$ cat config.mk
export PLATFORM = sky130hd
export DESIGN_NAME = pscbd_ram
export DESIGN_NICKNAME = d
export VERILOG_FILES = /design/src/hw/rtl/pscbd_ram.sv
export SDC_FILE = /design/constraint.sdc
export NUM_CORES = 1
export LEC_CHECK = 0
export BUFFER_PORTS_ARGS = -buffer_cell sky130_fd_sc_hd__buf_4
export CAP_MARGIN = 20
export CORE_MARGIN = 4
export CORE_UTILIZATION = 55
export CTS_CLUSTER_SIZE = 28
export DETAILED_ROUTE_END_ITERATION = 8
export GPL_TIMING_DRIVEN = 0
export PLACE_DENSITY = 0.76
export SLEW_MARGIN = 15
export SYNTH_ARGS = -nofsm -noshare
export SYNTH_HDL_FRONTEND = slang
export SYNTH_SLANG_ARGS = --single-unit
$ cat constraint.sdc
create_clock -name i_clk -period 5.9 [get_ports i_clk]
set_clock_uncertainty 0.15 [all_clocks]
set_input_delay 1.475 -clock i_clk [delete_from_list [all_inputs] [get_ports i_clk]]
set_output_delay 1.475 -clock i_clk [all_outputs]
set_load 0.05 [all_outputs]
$ cat src/hw/rtl/pscbd_ram.sv
`timescale 1ns / 1ps

module pscbd_ram #(
    parameter int WIDTH = 8,
    parameter int DEPTH = 64
) (
    input  logic                                 i_clk,
    input  logic                                 i_we,
    input  logic [(DEPTH > 1 ? $clog2(DEPTH) : 1)-1:0] i_waddr,
    input  logic [WIDTH-1:0]                     i_wdata,
    input  logic                                 i_re,
    input  logic [(DEPTH > 1 ? $clog2(DEPTH) : 1)-1:0] i_raddr,
    output logic [WIDTH-1:0]                     o_rdata
);

    logic [WIDTH-1:0] r_mem [DEPTH];
    logic [WIDTH-1:0] r_rdata;

    // One write port and one registered read port.
    always_ff @(posedge i_clk) begin
        if (i_we) begin
            r_mem[i_waddr] <= i_wdata;
        end
        if (i_re) begin
            r_rdata <= r_mem[i_raddr];
        end
    end

    assign o_rdata = r_rdata;

endmodule

==> impl_metrics.env, run 1 <==
export IMPL_outcome="completed"
export IMPL_start_util_pct=55.57
export IMPL_tritoncts="done"
export IMPL_insertion_delay_ns=0.57
export IMPL_whs_path_depth=4
export IMPL_crit_type="in2reg"
export IMPL_critPathMaxFanout=10
export IMPL_timing_rr_start="r_mem[3][5]"
export IMPL_rrSetupSlack_ns=3.34
export IMPL_multi_input_area_um2=4325
export IMPL_irDropWorstVdd_v=0.0002034
export IMPL_die_height_um=199.9
export IMPL_layout_drive_gt1_share_pct=24.12
export IMPL_fin_crit_sh_pct=68.92
export IMPL_synthDistinctLibCells=39
export IMPL_dp_cells=1430
export IMPL_postPlaceCellArea_um2=21010
export IMPL_fin_cells=1517
export IMPL_post_route_drc_count=0
export IMPL_min_delay_start="r_mem[4][7]"
export IMPL_syn_num_nets=963
export IMPL_drt_iter0_drc=1605
export IMPL_worstMarginPinSlew_ns=0.9864
export IMPL_end_kind="flop"
export IMPL_max_freq_mhz=245.9
export IMPL_avgSynthCellArea_um2=21.54
export IMPL_ios=31
export IMPL_num_vias=10010
export IMPL_die_area_um2=39950
export IMPL_grt_max_degree=65
export IMPL_yosysWarningCount=0
export IMPL_total_leakage_power_uw=0.006946
export IMPL_seq_area_um2=15620
export IMPL_cts_repair_resized=0
export IMPL_core_area_um2=36430
export IMPL_cts_max_level=2
export IMPL_max_slew_margin_pct=34.24
export IMPL_drtAntennaViolNets=0
export IMPL_mappedNetlistArea_um2=20250
export IMPL_finalWeightedCongestion=1.026
export IMPL_die_x_um=199.9
export IMPL_via_per_inst=6.599
export IMPL_root_buffer="clkbuf_16"
export IMPL_wl_um=46180
export IMPL_rsz0062_at_grt="no"
export IMPL_whs_endpoint="o_rdata[7]"
export IMPL_port_buffers=22
export IMPL_maxCapViolCount=0
export IMPL_grt_pass1_wl_um=66890
export IMPL_route_met2_wl_um=21530
export IMPL_diodes=0
export IMPL_clkSinkCount=520
export IMPL_critPathRequiredTime_ns=6.01
export IMPL_num_fill_cells=2430
export IMPL_cp_start_kind="input port"
export IMPL_grt_use_total_pct=23.51
export IMPL_cp_arrival_ns=4.18
export IMPL_wire_per_inst_um=30.44
export IMPL_postCtsSetupRepairBufs=0
export IMPL_postLayoutCellArea_um2=22450
export IMPL_cts_hold_fix_buffers=0
export IMPL_slew_viol_final=0
export IMPL_top_layer="met5"
export IMPL_antenna_found_initial=2
export IMPL_mostFrequentLayoutCells="edfxtp_1, mux4_2, nor2_1"
export IMPL_row_count=70
export IMPL_grt_pass1_vias=9862
export IMPL_finalSetupTns_ns=0
export IMPL_syn_to_final_growth_pct=10.88
export IMPL_grt_overflow_total=0
export IMPL_p_per_area_nw_per_um2=330.4
export IMPL_path_cells="buf_4, buf_2, buf_1, nand2_1, o221ai_1, nor2_1, nor3_1, o32ai_1"
export IMPL_synthCells=940
export IMPL_clk_path_buf_depth=3
export IMPL_yosysSeqAreaShare_pct=77.12
export IMPL_worst_path_largest_cell_delay_ns=0.79
export IMPL_period_needed_ns=4.066
export IMPL_cts_buffers=48
export IMPL_hold_viol=0
export IMPL_nets=1035
export IMPL_clk_pin_slew_ns=0.06
export IMPL_final_common_cell="edfxtp_1"
export IMPL_ys_seq_elements=520
export IMPL_dr_pass1_iters=6
export IMPL_wl_met3_um=4998
export IMPL_hpwl_um=28560
export IMPL_finalSetupViolations=0
export IMPL_slowest_stage="buf_1"
export IMPL_hold_path_class="reg2reg"
export IMPL_drt_met1_wl_um=18100
export IMPL_worst_r2r_endpoint="o_rdata[5]"
export IMPL_worstRegToRegCells=4
[cells in the mapped netlist]
| master | count | area [um2] |
|---|---|---|
| o2bb2ai_1 | 3 | 26.28 |
| nand4b_1 | 1 | 8.760 |
| nor3_1 | 7 | 35.03 |
| a221oi_1 | 6 | 52.55 |
| a31oi_1 | 1 | 6.260 |
| o21ai_0 | 2 | 10.01 |
| o32ai_1 | 2 | 17.52 |
| nand4_1 | 2 | 12.51 |
| o221a_2 | 2 | 22.52 |
| buf_6 | 4 | 45.04 |
| clkbuf_1 | 17 | 63.81 |
| a211oi_1 | 4 | 30.03 |
| edfxtp_1 | 520 | 15610 |
| buf_12 | 2 | 40.04 |
| a22oi_1 | 3 | 22.52 |
| buf_4 | 13 | 97.59 |
| nor4_1 | 2 | 12.51 |
| buf_2 | 11 | 55.05 |
| o41ai_1 | 2 | 17.52 |
| or3_1 | 1 | 6.260 |
| o2111ai_1 | 3 | 26.28 |
| a2111oi_0 | 2 | 17.52 |
| nor2b_1 | 14 | 87.58 |
| mux4_2 | 126 | 2838 |
| mux2_2 | 13 | 146.4 |
| nand3_1 | 13 | 65.06 |
| nand2_1 | 19 | 71.32 |
| buf_1 | 4 | 15.01 |
| a21oi_1 | 3 | 15.01 |
| o221ai_1 | 8 | 70.07 |
| o22ai_1 | 8 | 50.05 |
| o311ai_1 | 1 | 8.760 |
| mux2i_1 | 23 | 230.2 |
| nand3b_1 | 3 | 22.52 |
| o21a_1 | 2 | 15.01 |
| o21ai_1 | 2 | 10.01 |
| and2_1 | 1 | 6.260 |
| nor2_1 | 83 | 311.6 |
| nand2b_1 | 7 | 43.79 |
[worst max-delay path: cells and delay by family]
family,cells,cell delay (ns)
buffers and inverters,3,1.39
AND/OR/NAND/NOR,3,0.81
AO/OA/AOI/OAI,2,0.51
[logic make-up after synthesis]
| logic type | share of synthesized area, % |
|---|---|
| buf+inv | 1.563 |
| mux | 15.88 |
| simple gates | 3.374 |
| compound gates | 2.064 |
| flops | 77.12 |
[per-stage QoR]
step                util (%)  setup WS (ns)  power [uW]  hold WS [ns]
finish                 61.61          1.834        7417        0.8697
global route           61.61          1.799        7620        0.8859
CTS                    61.61          1.971        7435        0.8789
detailed placement     57.66          1.372        4598        0.8582
global placement       57.63          1.432        4586        0.8472
floorplan                  -          2.469        4417        0.6471
[worst max path at each step]
stage          startpoint         end  cells past startpoint
3_5_place_dp   i_raddr[1]  o_rdata[4]                      8
4_1_cts        i_raddr[1]  o_rdata[4]                      8
2_1_floorplan  i_raddr[1]  o_rdata[3]                      7
6_report       i_raddr[1]  o_rdata[4]                      8
3_3_place_gp   i_raddr[1]  o_rdata[4]                      8
5_1_grt        i_raddr[1]  o_rdata[6]                      8
[per-layer routing]
metal / vias up / global-route usage (%)
met5: - / 0
met4: 4 / 7.069
met3: 115 / 5.018
met2: 692 / 35.60
met1: 5124 / 35.42
li1: 4076 / -
[cell type report]
class | count | area share, %
Sequential cell | 520 | 69.56
Buffer | 51 | 1.410
Clock inverter | 26 | 0.7580
Multi-Input combinational cell | 369 | 19.27
Timing Repair Buffer | 22 | 0.7357
Clock buffer | 61 | 5.663
Tap cell | 468 | 2.608
[power by group]
group	switching (uW)	internal (uW)
sequential	6.97	4100
combinational	275	148
clock	1280	1610
[state kept, by name, summed over array words and instances (netlist names)]
| register | flops |
|---|---|
| r_mem | 512 |
| o_rdata | 8 |
No activity file was read; power rests on OpenSTA's default activity.
==> run 2: changes to the inputs <==
- ABC_AREA: not set -> 1
- clock period: 5.9 -> 4.1 ns (I/O delays scaled with it)
==> impl_metrics.env, run 2 <==
export IMPL_ios=31
export IMPL_core_area_um2=38560
export IMPL_cpLargestDelayFamily="simple AND/OR/NAND/NOR gates"
export IMPL_avgSynthCellArea_um2=11.87
export IMPL_start_util_pct=55.55
export IMPL_rsz0062_at_grt="no"
export IMPL_worstRegToRegCells=8
export IMPL_wire_per_inst_um=24.21
export IMPL_drtAntennaViolNets=0
export IMPL_grt_use_total_pct=28.13
export IMPL_cts_repair_resized=0
export IMPL_mappedNetlistArea_um2=21420
export IMPL_syn_to_final_growth_pct=11.65
export IMPL_insertion_delay_ns=0.58
export IMPL_cts_hold_fix_buffers=0
export IMPL_max_slew_margin_pct=29.77
export IMPL_finalSetupViolations=0
export IMPL_worst_path_largest_cell_delay_ns=1.01
export IMPL_finalWeightedCongestion=1.004
export IMPL_grt_max_degree=65
export IMPL_wl_um=59090
export IMPL_end_kind="flop"
export IMPL_nets=1911
export IMPL_hold_path_class="in2reg"
export IMPL_die_area_um2=42160
export IMPL_largest_reg_flops=512
export IMPL_layout_drive_gt1_share_pct=10.09
export IMPL_root_buffer="clkbuf_16"
export IMPL_p_per_area_nw_per_um2=470.7
export IMPL_yosysTopAreaCell="edfxtp_1"
export IMPL_post_route_drc_count=0
export IMPL_row_count=72
export IMPL_irDropWorstVdd_v=0.0003882
export IMPL_slowest_stage="nor2_1"
export IMPL_clk_path_buf_depth=3
export IMPL_syn_num_nets=1828
export IMPL_synthFlopType="edfxtp_1"
export IMPL_clk_pin_slew_ns=0.06
export IMPL_yosysSeqAreaShare_pct=72.90
export IMPL_outcome="completed"
export IMPL_synth_top_area_share_pct=72.90
export IMPL_synth_edff_count=520
export IMPL_hold_viol=0
export IMPL_maxCapViolCount=0
export IMPL_synthCells=1805
export IMPL_grt_pass1_wl_um=87420
export IMPL_synthTopCellsByArea="edfxtp_1, nand2_1, nand3_1"
export IMPL_port_buffers=22
export IMPL_cts_max_level=2
export IMPL_synth_most_common_cell="nand2_1"
export IMPL_dr_pass1_iters=6
export IMPL_clkSinkCount=520
export IMPL_finalSetupTns_ns=0
export IMPL_hpwl_um=39190
export IMPL_total_leakage_power_uw=0.008664
export IMPL_die_height_um=205.3
export IMPL_yosys_top_cells_count="nand2_1, edfxtp_1, nand3_1"
export IMPL_worstMarginPinSlew_ns=1.050
export IMPL_cp_start_kind="input port"
export IMPL_final_common_cell="nand2_1"
export IMPL_top_register="r_mem"
export IMPL_critPathMaxFanout=9
export IMPL_fin_cells=2441
export IMPL_slew_viol_final=0
export IMPL_cp_arrival_ns=3.21
export IMPL_postPlaceCellArea_um2=22330
export IMPL_path_depth=4
export IMPL_grt_pass1_vias=14100
export IMPL_grt_overflow_total=0
export IMPL_max_freq_mhz=316.2
export IMPL_mostFrequentLayoutCells="nand2_1, edfxtp_1, nand3_1"
export IMPL_dp_cells=2354
export IMPL_power_uw=11260
export IMPL_antenna_found_initial=3
export IMPL_seq_area_um2=15620
export IMPL_postCtsSetupRepairBufs=0
export IMPL_fin_crit_sh_pct=77.14
export IMPL_multi_input_area_um2=4996
export IMPL_path_cells="clkbuf_1, inv_1, nand4_1, nor2_1"
export IMPL_via_per_inst=6.074
export IMPL_final_util_pct=62.03
export IMPL_die_x_um=205.3
export IMPL_crit_type="in2reg"
export IMPL_period_needed_ns=3.163
export IMPL_drt_iter0_drc=2508
export IMPL_num_fill_cells=2969
export IMPL_critPathRequiredTime_ns=4.14
export IMPL_diodes=0
export IMPL_synthDistinctLibCells=15
export IMPL_cts_buffers=50
export IMPL_whs_path_depth=1
export IMPL_yosysWarningCount=0
export IMPL_tritoncts="done"
export IMPL_cp_num_buf_inv=2
export IMPL_postLayoutCellArea_um2=23920
export IMPL_num_vias=14830
export IMPL_ys_seq_elements=520
export IMPL_async_reset_ff_share_pct=0
[run 2: cell count changes after synthesis, sizes merged, moves of 23 or more]
cell / change
nand2: +629
nand3: +426
mux4: -126
buf: +64
nor2: -27
mux2i: -23
[run 2: worst paths after layout]
kind | startpoint | end | slack (ns)
worst min register to register | r_mem[25][7] | o_rdata[7] | 0.78
worst min-delay path | i_re | o_rdata[7] | 0.62
worst max register to register | r_mem[23][1] | o_rdata[1] | 2.33
worst max-delay path | i_waddr[2] | r_mem[26][5] | 0.94
[run 2: per-layer routing]
layer / vias to the layer above / track usage, % / routed length [um]
met5: - / 0 / 40
met1: 7081 / 40.42 / 22900
li1: 6527 / - / -
met4: 6 / 10.19 / 2353
met2: 1045 / 42.32 / 26250
met3: 168 / 7.013 / 7542
[run 2: worst register-to-register path, cell delays in order, from the launching register on]
cell,delay [ns]
edfxtp_1,0.38
nand2_1,0.08
nand3_1,0.08
nand3_1,0.15
nand2_1,0.08
nand2_1,0.06
nand3_1,0.20
nand3_1,0.17
nand2_1,0.13
[run 2: cells by family after synthesis]
| family | synth area share [%] |
|---|---|
| buffers and inverters | 4.007 |
| DFF | 72.90 |
| and+or+nand+nor | 23.09 |
[run 2: area by class of cell]
class                   instances  share of cell area [%]
well taps                     518                   2.710
flip-flops and latches        520                   65.29
plain buffers                 113                   3.380
inverters                      12                  0.2093
repair buffers                 31                  0.8999
clock buffers                  62                   5.509
multi-input cells            1160                   20.89
clock inverters                25                   1.109
[run 2: metrics by stage]
stage | setup WS [ns] | hold WS (ns)
after global placement | 0.1475 | 0.7303
after global routing | 0.8884 | 0.6163
after floorplan | 1.159 | 0.6472
final | 0.9373 | 0.6224
after detailed placement | 0.4438 | 0.7503
after CTS | 1.058 | 0.6004
[run 2: report_power, final]
group,switching (uW),internal [uW]
Combinational,598,206
Clock,1910,2640
Sequential,13.6,5900
